[src/hw/rtl/brft_pkg.sv]
// ----------------------------------------------------------------------------
// brft_pkg
// shared types, constants and frame build function for the blind remote
// frame transmitter
// ----------------------------------------------------------------------------
package brft_pkg;

	localparam int FRAME_W = 56;
	localparam int DUR_W   = 17;
	localparam int SYM_W   = 12;
	localparam int KEY_W   = 8;
	localparam int CNT_W   = 6;
	localparam int IDX_W   = 2;

	// register indexes
	localparam logic [IDX_W-1:0] REG_KEY_BYTE  = 2'd0;
	localparam logic [IDX_W-1:0] REG_SYMBOL_US = 2'd1;

	localparam logic [KEY_W-1:0] KEY_BYTE_RST  = 8'hA7;
	localparam logic [SYM_W-1:0] SYMBOL_US_RST = 12'd640;

	// fixed phase durations in microseconds
	localparam logic [DUR_W-1:0] WAKE_HIGH_US = 17'd9415;
	localparam logic [DUR_W-1:0] WAKE_LOW_US  = 17'd89565;
	localparam logic [DUR_W-1:0] SOFT_HIGH_US = 17'd4550;
	localparam logic [DUR_W-1:0] TAIL_LOW_US  = 17'd30415;

	// result slot positions within a frame
	localparam logic [CNT_W-1:0] CNT_WAKE      = 6'd0;
	localparam logic [CNT_W-1:0] CNT_HW_LAST   = 6'd2;
	localparam logic [CNT_W-1:0] CNT_SOFT      = 6'd3;
	localparam logic [CNT_W-1:0] CNT_DATA_LAST = 6'd59;
	localparam logic [CNT_W-1:0] CNT_LAST      = 6'd60;

	typedef logic [FRAME_W-1:0] frame_t;

	// front to queue push request
	typedef struct packed {
		logic   valid;
		frame_t frame;
	} push_req_t;

	// queue to back status
	typedef struct packed {
		logic   valid;
		frame_t frame;
	} q_head_t;

	function automatic frame_t build_frame(input logic [KEY_W-1:0] key,
			input logic [3:0] button, input logic [15:0] code,
			input logic [23:0] addr);
		logic [7:0] fr [7];
		logic [3:0] sum;
		frame_t     res;
		fr[0] = key;
		fr[1] = {button, 4'h0};
		fr[2] = code[15:8];
		fr[3] = code[7:0];
		fr[4] = addr[23:16];
		fr[5] = addr[15:8];
		fr[6] = addr[7:0];
		sum = 4'h0;
		for (int i = 0; i < 7; i++) begin
			sum = sum ^ fr[i][7:4] ^ fr[i][3:0];
		end
		fr[1] = {button, sum};
		// chain each byte with the previous obfuscated one
		for (int i = 1; i < 7; i++) begin
			fr[i] = fr[i] ^ fr[i-1];
		end
		res = {fr[0], fr[1], fr[2], fr[3], fr[4], fr[5], fr[6]};
		return res;
	endfunction

endpackage

[src/hw/rtl/blind_remote_frame_transmitter.sv]
// ----------------------------------------------------------------------------
// blind_remote_frame_transmitter
// builds a rolling-code command frame and emits its 61 line pulse pairs
// ----------------------------------------------------------------------------
//  channel   direction  handshake             payload
//  in        request    in_valid / in_ready   button, rolling_code, remote_address
//  out       result     out_valid / out_ready first/second level and us, last
//  cfg       write      cfg_we                cfg_index, cfg_data
//
//  each request yields 61 results, one per cycle unless out_ready stalls the
//  back sequencer; queued frames follow one another with no gap
//  the front builds the frame in the accept cycle and queues it (two entries),
//  so requests are taken while an earlier frame is still being sent
//  out_ready low holds the output register and stalls only the sequencer
//  reset clears the queue, the sequencer and restores key 0xA7, symbol 640 us
// ----------------------------------------------------------------------------
module blind_remote_frame_transmitter (
	input  logic                       clk,
	input  logic                       arst_n,
	input  logic                       cfg_we,
	input  logic [brft_pkg::IDX_W-1:0] cfg_index,
	input  logic [brft_pkg::SYM_W-1:0] cfg_data,
	input  logic                       in_valid,
	output logic                       in_ready,
	input  logic [3:0]                 button,
	input  logic [15:0]                rolling_code,
	input  logic [23:0]                remote_address,
	output logic                       out_valid,
	input  logic                       out_ready,
	output logic                       first_level,
	output logic [brft_pkg::DUR_W-1:0] first_us,
	output logic                       second_level,
	output logic [brft_pkg::DUR_W-1:0] second_us,
	output logic                       last
);
	import brft_pkg::*;

	logic [KEY_W-1:0] key_byte_q;
	logic [SYM_W-1:0] symbol_us_q;
	push_req_t        push;
	q_head_t          head;
	logic             q_full;
	logic             pop;

	// configuration registers, unknown indexes are ignored
	always_ff @(posedge clk or negedge arst_n) begin
		if (!arst_n) begin
			key_byte_q  <= KEY_BYTE_RST;
			symbol_us_q <= SYMBOL_US_RST;
		end else if (cfg_we) begin
			if (cfg_index == REG_KEY_BYTE) begin
				key_byte_q <= cfg_data[KEY_W-1:0];
			end else if (cfg_index == REG_SYMBOL_US) begin
				symbol_us_q <= cfg_data;
			end
		end
	end

	// front: checksum, obfuscation chain, push into the queue
	brft_front u_front (
		.in_valid       (in_valid),
		.in_ready       (in_ready),
		.button         (button),
		.rolling_code   (rolling_code),
		.remote_address (remote_address),
		.key_byte       (key_byte_q),
		.q_full         (q_full),
		.push           (push)
	);

	// queue decouples request acceptance from pulse generation
	brft_fifo u_fifo (
		.clk    (clk),
		.arst_n (arst_n),
		.push   (push),
		.full   (q_full),
		.pop    (pop),
		.head   (head)
	);

	// back: wake-up, syncs, manchester data, trailing silence
	brft_back u_back (
		.clk          (clk),
		.arst_n       (arst_n),
		.head         (head),
		.pop          (pop),
		.symbol_us    (symbol_us_q),
		.out_valid    (out_valid),
		.out_ready    (out_ready),
		.first_level  (first_level),
		.first_us     (first_us),
		.second_level (second_level),
		.second_us    (second_us),
		.last         (last)
	);

endmodule

[src/hw/rtl/brft_front.sv]
// ----------------------------------------------------------------------------
// brft_front
// takes command requests and builds the obfuscated 56-bit frame
// ----------------------------------------------------------------------------
module brft_front (
	input  logic                      in_valid,
	output logic                      in_ready,
	input  logic [3:0]                button,
	input  logic [15:0]               rolling_code,
	input  logic [23:0]               remote_address,
	input  logic [brft_pkg::KEY_W-1:0] key_byte,
	input  logic                      q_full,
	output brft_pkg::push_req_t       push
);
	import brft_pkg::*;

	assign in_ready   = !q_full;
	assign push.valid = in_valid && !q_full;
	assign push.frame = build_frame(key_byte, button, rolling_code, remote_address);

endmodule

[src/hw/rtl/brft_fifo.sv]
// ----------------------------------------------------------------------------
// brft_fifo
// two-entry frame queue between front and back
// ----------------------------------------------------------------------------
module brft_fifo (
	input  logic                clk,
	input  logic                arst_n,
	input  brft_pkg::push_req_t push,
	output logic                full,
	input  logic                pop,
	output brft_pkg::q_head_t   head
);
	import brft_pkg::*;

	frame_t     entry_q [2];
	logic       wr_ptr_q;
	logic       rd_ptr_q;
	logic [1:0] count_q;
	logic       do_pop;

	assign full       = (count_q == 2'd2);
	assign head.valid = (count_q != 2'd0);
	assign head.frame = entry_q[rd_ptr_q];
	assign do_pop     = pop && head.valid;

	always_ff @(posedge clk) begin
		if (push.valid) begin
			entry_q[wr_ptr_q] <= push.frame;
		end
	end

	always_ff @(posedge clk or negedge arst_n) begin
		if (!arst_n) begin
			wr_ptr_q <= 1'b0;
			rd_ptr_q <= 1'b0;
			count_q  <= 2'd0;
		end else begin
			if (push.valid) begin
				wr_ptr_q <= !wr_ptr_q;
			end
			if (do_pop) begin
				rd_ptr_q <= !rd_ptr_q;
			end
			if (push.valid && !do_pop) begin
				count_q <= count_q + 2'd1;
			end else if (do_pop && !push.valid) begin
				count_q <= count_q - 2'd1;
			end
		end
	end

endmodule

[src/hw/rtl/brft_back.sv]
// ----------------------------------------------------------------------------
// brft_back
// pulse-pair sequencer: walks the 61 result slots of one frame
// ----------------------------------------------------------------------------
module brft_back (
	input  logic                       clk,
	input  logic                       arst_n,
	input  brft_pkg::q_head_t          head,
	output logic                       pop,
	input  logic [brft_pkg::SYM_W-1:0] symbol_us,
	output logic                       out_valid,
	input  logic                       out_ready,
	output logic                       first_level,
	output logic [brft_pkg::DUR_W-1:0] first_us,
	output logic                       second_level,
	output logic [brft_pkg::DUR_W-1:0] second_us,
	output logic                       last
);
	import brft_pkg::*;

	logic             active_q;
	logic [CNT_W-1:0] cnt_q;
	frame_t           frame_q;
	logic             out_valid_q;
	logic             advance;
	logic             is_data;
	logic [DUR_W-1:0] sym;
	logic [DUR_W-1:0] sym4;
	logic             n_l1, n_l2, n_last;
	logic [DUR_W-1:0] n_d1, n_d2;

	assign sym     = {{(DUR_W-SYM_W){1'b0}}, symbol_us};
	assign sym4    = {{(DUR_W-SYM_W-2){1'b0}}, symbol_us, 2'b00};
	assign advance = active_q && (!out_valid_q || out_ready);
	assign pop     = head.valid && (!active_q || (advance && cnt_q == CNT_LAST));
	assign is_data = (cnt_q > CNT_SOFT) && (cnt_q <= CNT_DATA_LAST);

	always_comb begin
		n_l1   = 1'b1;
		n_d1   = sym;
		n_l2   = 1'b0;
		n_d2   = sym;
		n_last = 1'b0;
		priority if (cnt_q == CNT_WAKE) begin
			n_d1 = WAKE_HIGH_US;
			n_d2 = WAKE_LOW_US;
		end else if (cnt_q <= CNT_HW_LAST) begin
			n_d1 = sym4;
			n_d2 = sym4;
		end else if (cnt_q == CNT_SOFT) begin
			n_d1 = SOFT_HIGH_US;
		end else if (is_data) begin
			// manchester: one is low then high
			n_l1 = !frame_q[FRAME_W-1];
			n_l2 = frame_q[FRAME_W-1];
		end else begin
			n_l1   = 1'b0;
			n_d1   = TAIL_LOW_US;
			n_d2   = '0;
			n_last = 1'b1;
		end
	end

	always_ff @(posedge clk or negedge arst_n) begin
		if (!arst_n) begin
			active_q    <= 1'b0;
			cnt_q       <= '0;
			out_valid_q <= 1'b0;
		end else begin
			if (pop) begin
				active_q <= 1'b1;
				cnt_q    <= CNT_WAKE;
			end else if (advance) begin
				if (cnt_q == CNT_LAST) begin
					active_q <= 1'b0;
				end
				cnt_q <= cnt_q + CNT_W'(1);
			end
			if (advance) begin
				out_valid_q <= 1'b1;
			end else if (out_ready) begin
				out_valid_q <= 1'b0;
			end
		end
	end

	always_ff @(posedge clk) begin
		if (pop) begin
			frame_q <= head.frame;
		end else if (advance && is_data) begin
			frame_q <= {frame_q[FRAME_W-2:0], 1'b0};
		end
		if (advance) begin
			first_level  <= n_l1;
			first_us     <= n_d1;
			second_level <= n_l2;
			second_us    <= n_d2;
			last         <= n_last;
		end
	end

	assign out_valid = out_valid_q;

endmodule

[config.mk]
export PLATFORM = sky130hd
export DESIGN_NAME = blind_remote_frame_transmitter
export DESIGN_NICKNAME = d
export VERILOG_FILES = /design/src/hw/rtl/brft_pkg.sv /design/src/hw/rtl/blind_remote_frame_transmitter.sv /design/src/hw/rtl/brft_front.sv /design/src/hw/rtl/brft_fifo.sv /design/src/hw/rtl/brft_back.sv
export SDC_FILE = /design/constraint.sdc
export NUM_CORES = 1
export LEC_CHECK = 0
export BUFFER_PORTS_ARGS = -buffer_cell sky130_fd_sc_hd__buf_2
export CAP_MARGIN = 10
export CORE_UTILIZATION = 45
export CTS_CLUSTER_DIAMETER = 200
export DETAILED_ROUTE_END_ITERATION = 6
export PLACE_DENSITY = 0.64
export SLEW_MARGIN = 10
export SYNTH_ARGS = -nofsm -noshare
export SYNTH_HDL_FRONTEND = slang
export SYNTH_HIERARCHICAL = 1
export SYNTH_SLANG_ARGS = --single-unit
[constraint.sdc]
create_clock -name clk -period 7.45 [get_ports clk]
set_input_delay 0.3725 -clock clk [delete_from_list [all_inputs] [get_ports clk]]
set_output_delay 0.3725 -clock clk [all_outputs]
set_load 0.05 [all_outputs]
Word-level counts from Yosys, hierarchy flattened:

Memories as Yosys holds them, arrays and structs flattened.
Index checks and enable logic that the tools add are counted.

* bits in writable memories: 112
* word-level logic and storage cells: 102
* register bits after elaboration: 123
* input bits: 63
* output and inout port bits: 39
* memories: 1

* multiplexer cells: 21
* bitwise gates (word level): 20
* equality and inequality tests: 4
* magnitude comparators: 3
* add/subtract/negate cells: 3
* reductions and logical operators: 33

Memory list
* u_fifo.entry_q: depth 2, bits a word 56, rd ports 1, clocked after memory_dff 0, wr ports 1, RTL line brft_fifo.sv:15 `frame_t entry_q [2];`

Operator list (count)
* $mux W56: 2
* $xor A4 B4 Y4: 12
* $xor A8 B8 Y8: 6
* $mux W17: 2
* $mux W14: 2
* $mux W15: 1
* $mux W12: 1
* $mux W6: 2
* $reduce_bool A2 Y1: 6
* $logic_and A1 B1 Y1: 9
* $mux W1: 9
* $logic_not A1 Y1: 8
* $add A6 B1 Y6 const B: 1
* $eq A6 B2 Y1 const B: 1
* $eq A6 B6 Y1 const B: 1
* $gt A6 B2 Y1 const B: 1
* $le A6 B2 Y1 const B: 1
* $le A6 B6 Y1 const B: 1
* $logic_not A6 Y1: 1
* $mux W2: 2
* $reduce_and A2 Y1: 2
* $reduce_or A4 Y1: 1
* $reduce_and A3 Y1: 1
* $reduce_or A3 Y1: 1
* 8 further kinds: 10

Logic depth before layout (Yosys ltp):

Gate-level depths: netlist (run 1).

* word-level depth: 18
* gate-level depth with buffers: 12
* depth with buffers taken out: 10

Modules after synthesis:

Netlist (run 1), hierarchy kept.

By module, submodules not included
* brft_back: area each 4519.3 um^2, times used 1, cells an instance 298, seq. area each 2842.7 um^2
* brft_fifo: area each 4350.4 um^2, times used 1, cells an instance 190, seq. area each 3463.3 um^2
* brft_front: area each 838.3 um^2, times used 1, cells an instance 90, seq. area each 0.0 um^2
* blind_remote_frame_transmitter: area each 768.2 um^2, times used 1, cells an instance 43, seq. area each 509.2 um^2

Least setup slack after synthesis (run 1):

No wires, ideal clock.

* path kind: register to register
* start: register u_back.cnt_q[1]
* end: register u_back.frame_q[0] (enable)
* cell stages (with the launch flop): 6
* library setup time: 547 ps
* buffers on the path: 0
* data arrival time: 5302 ps
* data required time: 6903 ps
* period minus slack after synthesis: 5849 ps
* setup slack: 1601 ps
* cells stage by stage: dfrtp_1 > ha_1 > and2b_1 > o21ai_0 > nand2_1 > o21ai_0

* longest elaborated chain between the ends: 5
* elaborated cells between the ends (all ways): 9
* classes of those cells: order compare (2); eq/ne (1); reduce/logical (6)

Ends and longest elaborated chain
* start, declared: RTL line brft_back.sv:22 `logic [CNT_W-1:0] cnt_q;`
* start signal, assigned: RTL line brft_back.sv:77 `cnt_q <= cnt_q + CNT_W'(1);`
* branches (longest 4 deep; another with $gt A6 B2 Y1)
* $reduce_bool A2 Y1 (no line) (*)
* end signal, assigned: RTL line brft_back.sv:89 `frame_q <= head.frame;`
* end signal, assigned: RTL line brft_back.sv:91 `frame_q <= {frame_q[FRAME_W-2:0], 1'b0};`
* end, declared: RTL line brft_back.sv:23 `frame_t frame_q;`

Every way passes the cells marked *.
A chain may end at the register's enable or synchronous reset.

Worst setup path in the final report (run 1):

* start: register u_back.cnt_q[3]
* end: register u_back.frame_q[5] (data pin)

* longest elaborated chain between the ends: 5

Ends and longest elaborated chain
* $eq A6 B6 Y1: RTL line brft_back.sv:35 `assign pop = head.valid && (!active_q || (advance && cnt_q == CNT_LAST));`
* $logic_and A1 B1 Y1: RTL line brft_back.sv:35
* $logic_or A1 B1 Y1: RTL line brft_back.sv:35
* $logic_and A1 B1 Y1: RTL line brft_back.sv:35
* $mux W56: RTL line brft_back.sv:88 `if (pop) begin`

No other way between the ends.

==> flow_summary.json, run 1 <==
{
  "crit_fanout": 42,
  "drv_cap": 0,
  "cts_tree": "built",
  "crit_path_end_kind": "register",
  "postCtsResizedCells": 0,
  "drc": 0,
  "routabilityCongestion": 0.8394,
  "grt_max_degree": 57,
  "whs_endpoint": "symbol_us_q[11]",
  "routedWlPerCell_um": 18.43,
  "r2r-start": "u_back/cnt_q[3]",
  "async_flop_share_pct": 13.79,
  "postLayoutCellArea_sq_um": 11940,
  "ys_top_cells_by_area": "edfxtp_1 57%, mux2_4 8.3%, mux2_2 7.8%",
  "pwr-share-seq_pct": 45.1,
  "power_mw": 4.818,
  "crit_chain": "and3_4 -> a41o_1 -> nand2_2 -> buf_4 -> mux2_2",
  "htree_levels": 1,
  "min_path_type": "primary input to register",
  "worstPathRequired_ns": 7.70,
  "critPathMaxStageDelay_ns": 0.63,
  "postCtsSetupBuffers": 0,
  "avgViaCountPerCell": 5.244,
  "switching_share_pct": 31.52,
  "syn_area_sq_um": 10480,
  "drive_gt1_share_pct": 41.03,
  "rows": 55,
  "ant_nets": 0,
  "fin_skew_ns": 0.009335,
  "power_frac_comb_pct": 30.8,
  "core_area_sq_um": 22710,
  "worstSetupPathType": "register to register",
  "synth.avg_cell_area_sq_um": 16.87,
  "slew_viol_final": 0,
  "fin_crit_sh_pct": 37.28,
  "yosysSeqAreaShare_pct": 65.05,
  "cts_sinks": 232,
  "clock_latency_ns": 0.51,
  "clk_pin_slew_ns": 0.06,
  "cts_root_buffer": "clkbuf_16",
  "grt-ovfl-total": 0,
  "dpl_cell_area_sq_um": 11140,
  "place_hpwl_mm": 12.33,
  "diodes": 0,
  "synthToLayoutAreaGrowth_pct": 14.00,
  "worst_pin_slew_ns": 0.9497,
  "grt_usage_pct": 16.08,
  "start_util_pct": 46.13,
  "drt_pass1_iterations": 4,
  "finalSetupTns_ns": 0,
  "ys_warn_count": 6,
  "cts_buffer_depth": 3,
  "reg2regPathDepth": 5,
  "cts_buffers": 23,
  "whs_ns": 0.09682,
  "rr_endpoint": "u_back/frame_q[5]",
  "yosysUniqueCellTypes": 56,
  "cpMaxStageDelayCell": "buf_4",
  "path_buf_inv": 1,
  "period_needed_ns": 2.777,
  "ir_worst_vdd_mv": 0.3318,
  "grt_pass1_wl_mm": 29.75,
  "switchingPower_mw": 1.519,
  "synth_top_area_share_pct": 57.33,
  "portBuffers": 98,
  "synthFlopType": "edfxtp_1",
  "n_fill_cell": 1854,
  "clock.fmax_mhz": 360.1,
  "drt_iter0_drc": 357,
  "worstHoldStart": "cfg_data[11]",
  "grt_pass1_vias": 5507,
  "routed_wl_mm": 18.82,
  "p_clk_share_pct": 24.1,
  "hold_violations": 0,
  "setup_viol": 0,
  "num_vias": 5354,
  "cp-start-kind": "register",
  "dieArea_sq_um": 23900,
  "fin_nets": 787,
  "die_y_um": 154.6,
  "worst_path_dominant_cell_family": "simple AND/OR/NAND/NOR gates",
  "io_pins": 102,
  "worstHoldPathCells": 2,
  "status": "finished, final reports clean",
  "synth_cells": 621,
  "die_x_um": 154.6,
  "p_int_mw": 3.300,
  "r2r_setup_slack_ns": 4.67,
  "leakagePower_nw": 4.618,
  "powerDensity_nw_per_um2": 403.4,
  "rsz0062_at_grt": "false",
  "antenna_found_initial": 0,
  "yosysTopAreaCell": "edfxtp_1",
  "relSlewSlack_pct": 36.16,
  "worst-endpoint-arrival_ns": 3.03,
  "synth_edf_count": 200,
  "synth_seq_cells": 232
}
## cell type report
type	count	area, sq um	share of cell area (%)
timing repair buffer	106	573.1	4.798
inverter	15	56.30	0.4715
clock buffer	32	639.4	5.354
sequential	232	6817	57.08
tap	285	356.6	2.986
multi-input combinational	341	3376	28.27
clock inverter	10	125.1	1.048
## layout by cell type, fill, tap and decap left out, types with 2 or more instances in the layout
cell	count
a21o_1	2
clkbuf_8	3
buf_2	98
nor2b_1	2
buf_4	6
and3_1	8
nand4_1	2
edfxtp_1	200
a21oi_1	6
nor4_1	3
o21ai_0	12
bufinv_16	3
nand3_1	5
o21a_1	6
nor2_1	17
o31ai_1	2
mux2_2	73
xor3_2	2
clkbuf_1	6
ha_1	5
a311o_1	2
and4_1	3
nand2_1	11
xnor2_2	6
conb_1	3
clkinv_1	3
clkinv_2	3
and2_1	2
nor3b_4	2
dfrtp_1	24
xnor2_1	44
clkbuf_16	23
nor3_1	4
xor2_1	31
mux2_4	58
a211o_1	2
dfstp_2	7
a221o_1	2
nand2b_1	3
inv_1	14
## synth_stat cells, types with 4 or more instances
cell type / number
edfxtp_1: 200
mux2_2: 73
mux2_4: 58
xnor2_1: 44
xor2_1: 31
dfrtp_1: 25
nor2_1: 17
buf_4: 15
inv_1: 14
o21ai_0: 13
nand2_1: 12
buf_2: 9
and3_1: 8
buf_6: 8
dfstp_2: 7
a21oi_1: 6
o21a_1: 6
xnor2_2: 6
ha_1: 5
nand3_1: 5
nor3_1: 4
## worst max path at each step
stage                     from            endpoint  slack [ns]  cells after the start
6_report       u_back/cnt_q[3]   u_back/frame_q[5]        4.67                      5
5_1_grt        u_back/cnt_q[1]   u_back/frame_q[2]        4.44                      6
4_1_cts        u_back/cnt_q[3]  u_back/frame_q[18]        4.66                      5
3_5_place_dp         out_ready  u_back/frame_q[19]        4.65                      6
3_3_place_gp         out_ready  u_back/frame_q[26]        4.70                      6
2_1_floorplan  u_back/cnt_q[1]   u_back/frame_q[0]        1.60                      5
## power groups by stage
| stage | sequential [mW] | clock, mW | combinational (mW) |
|---|---|---|---|
| CTS | 2.18 | 1.19 | 1.49 |
| global route | 2.21 | 1.24 | 1.59 |
| floorplan | 2.36 | 0 | 0.985 |
| detailed placement | 2.20 | 0 | 1.49 |
| finish | 2.17 | 1.16 | 1.48 |
| global placement | 2.18 | 0 | 1.46 |
## cell families after synthesis
family                   share of synthesized area, %
AO/OA/AOI/OAI                                   2.902
buffers and inverters                           3.010
AND/OR/NAND/NOR                                 4.336
adder cells (fa/ha/maj)                        0.5972
multiplexers                                    16.16
other                                         0.03580
XOR/XNOR                                        7.906
flip-flops                                      65.05
## worst register-to-register path: cells and delay by family, from the launching register on
family	cells	cell delay (ns)
buffers and inverters	1	0.64
AO/OA/AOI/OAI	1	0.28
AND/OR/NAND/NOR	2	0.67
flip-flops	1	0.50
multiplexers	1	0.43
## timing repair
item                                    CTS  global route
endpoints found under the hold margin    25             0
endpoints found under the setup margin    0             0
hold buffers                              1             0
## per-stage QoR
stage / setup WS, ns / instances / utilization (%)
3_5_place_dp: 4.655 / 977 / 49.06
5_1_grt: 4.441 / 1021 / 52.59
2_1_floorplan: 1.601 / 623 / -
6_report: 4.673 / 1021 / 52.59
3_3_place_gp: 4.700 / 977 / 49.06
4_1_cts: 4.660 / 1020 / 52.47
## registers in the layout (all words and copies together), names as in the netlist, 2 cells and up
signal / count
u_back/first_us: 15
u_back/second_us: 15
key_byte_q: 8
symbol_us_q: 12
u_fifo/entry_q: 112
u_back/cnt_q: 6
u_back/frame_q: 56
u_fifo/count_q: 2
## layer usage
metal	routed length (um)	GRT usage [%]	part of all wire (%)
met1	8352	22.20	44
met5	0	0	0
met2	9345	26.57	50
met3	852	2.410	4.5
met4	267	4.432	1.4
Power figures use the tool's default switching activity.
==> run 2, diff against run 1 <==
- clock period: 7.45 -> 2.9 ns (I/O delays scaled with it)
==> run 2 against run 1 <==
Net effect:
- die area did not move
- maximum frequency rose by 13%
- clock power rose to 2.6 times the previous value
- largest cell class unchanged
==> flow_summary.json, run 2 (same netlist as run 1, synthesis figures left out) <==
{
  "relSlewSlack_pct": 49.55,
  "fin_nets": 818,
  "worstSetupPathType": "register to register",
  "avgViaCountPerCell": 5.175,
  "hold_violations": 0,
  "dieArea_sq_um": 23900,
  "worstPathRequired_ns": 3.07,
  "grt_pass1_vias": 5597,
  "leakagePower_nw": 4.770,
  "routed_wl_mm": 19.23,
  "largest_reg_flops": 112,
  "grt_usage_pct": 16.45,
  "crit_fanout": 56,
  "p_int_mw": 8.565,
  "core_area_sq_um": 22710,
  "fin_crit_sh_pct": 84.59,
  "clock_latency_ns": 0.51,
  "period_needed_ns": 2.453,
  "crit_path_end_kind": "register",
  "die_y_um": 154.6,
  "place_hpwl_mm": 12.63,
  "p_clk_share_pct": 23.8,
  "num_vias": 5449,
  "drv_cap": 0,
  "cts_root_buffer": "clkbuf_16",
  "power_frac_comb_pct": 31.6,
  "grt-ovfl-total": 0,
  "clk_pin_slew_ns": 0.06,
  "top_regs": "u_fifo/entry_q: 112 flops, u_back/frame_q: 56 flops",
  "ant_nets": 0,
  "routabilityCongestion": 0.8486,
  "ir_worst_vdd_mv": 0.3995,
  "n_fill_cell": 1838,
  "largest_register": "u_fifo/entry_q",
  "final_common_cell": "edfxtp_1",
  "critPathMaxStageDelay_ns": 0.44,
  "antenna_found_initial": 0,
  "die_x_um": 154.6,
  "diodes": 0,
  "slew_viol_final": 0,
  "clock.fmax_mhz": 407.6,
  "start_util_pct": 46.13,
  "drc": 0,
  "drt_iter0_drc": 369,
  "postLayoutCellArea_sq_um": 12280,
  "worst_pin_slew_ns": 0.7567,
  "cpMaxStageDelayCell": "dfrtp_1",
  "postCtsResizedCells": 0,
  "io_pins": 102,
  "rows": 55,
  "final_cell_mix": "200 x edfxtp_1, 98 x buf_2, 73 x mux2_2",
  "status": "finished, final reports clean",
  "drive_gt1_share_pct": 40.49,
  "finalSetupTns_ns": 0,
  "fin_skew_ns": 0.009513,
  "routedWlPerCell_um": 18.26,
  "synthToLayoutAreaGrowth_pct": 17.25,
  "rsz0062_at_grt": "false",
  "switchingPower_mw": 3.936,
  "worst-endpoint-arrival_ns": 2.62,
  "cts_buffers": 25,
  "powerDensity_nw_per_um2": 1018,
  "cts_tree": "built",
  "cts_sinks": 232,
  "pwr-share-seq_pct": 44.5,
  "dpl_cell_area_sq_um": 11300,
  "switching_share_pct": 31.49,
  "crit_chain": "ha_1 -> and2b_1 -> o21ai_0 -> nand2_1 -> o21ai_4 -> buf_12",
  "grt_max_degree": 57,
  "final_util_pct": 54.09,
  "min_path_type": "primary input to register",
  "htree_levels": 1,
  "cts_buffer_depth": 3,
  "whs_ns": 0.01567,
  "cp-start-kind": "register",
  "drt_pass1_iterations": 4,
  "portBuffers": 98,
  "grt_pass1_wl_mm": 30.36,
  "setup_viol": 0
}
-- run 2: per-stage QoR --
stage                     power, mW  setup slack (ns)  instances
after floorplan               8.574            0.1348        623
after CTS                     12.64            0.4684       1053
after global placement        9.470            0.5678        987
after global routing          13.11            0.2031       1053
after detailed placement      9.588            0.4710        987
final                         12.50            0.4469       1053
-- run 2: power groups by stage --
stage / Clock (mW) / Combinational [mW] / Sequential [mW]
after floorplan: 0 / 2.54 / 6.03
after global placement: 0 / 3.87 / 5.60
after detailed placement: 0 / 3.95 / 5.64
after CTS: 3.06 / 4.00 / 5.58
after global routing: 3.19 / 4.24 / 5.67
final: 2.98 / 3.96 / 5.57
-- run 2: what timing repair did --
action,CTS,global route
hold buffers,21,0
setup buffers,0,0
endpoints found under the hold margin,61,0
-- run 2: cell type report --
class                      instances  area, sq um  area share (%)
clock buffer                      31        658.1           5.358
clock inverter                    14        111.4          0.9066
inverter                          15        56.30          0.4584
multi-input combinational        341         3376           27.48
sequential                       232         6817           55.50
tap                              285        356.6           2.903
timing repair buffer             135        908.4           7.395
-- run 2: layer usage --
metal  GRT usage (%)  share of wire, %
met4           5.328               2.2
met5               0                 0
met3           2.354               4.6
met2           26.70                49
met1           22.89                44
-- run 2: path summary, 6_finish.rpt --
check                                   start               endpoint  slack (ns)  depth (start not counted)
max reg2reg                   u_back/cnt_q[1]     u_back/frame_q[51]        0.45                          6
min                        remote_address[23]  u_fifo/entry_q[0][23]        0.02                          2
max in group asynchronous              arst_n        u_fifo/rd_ptr_q        2.14                          2
min reg2reg                 u_fifo/count_q[1]      u_fifo/count_q[1]        0.48                          1
min in group asynchronous              arst_n        symbol_us_q[10]        0.23                          2
max                           u_back/cnt_q[1]     u_back/frame_q[51]        0.45                          6
-- run 2: critical path, delay by kind of cell (launching register included) --
kind / cells / cell delay (ns)
buffers and inverters: 1 / 0.29
adder cells (fa/ha/maj): 1 / 0.33
AND/OR/NAND/NOR: 2 / 0.45
AO/OA/AOI/OAI: 2 / 0.54
flip-flops: 1 / 0.44
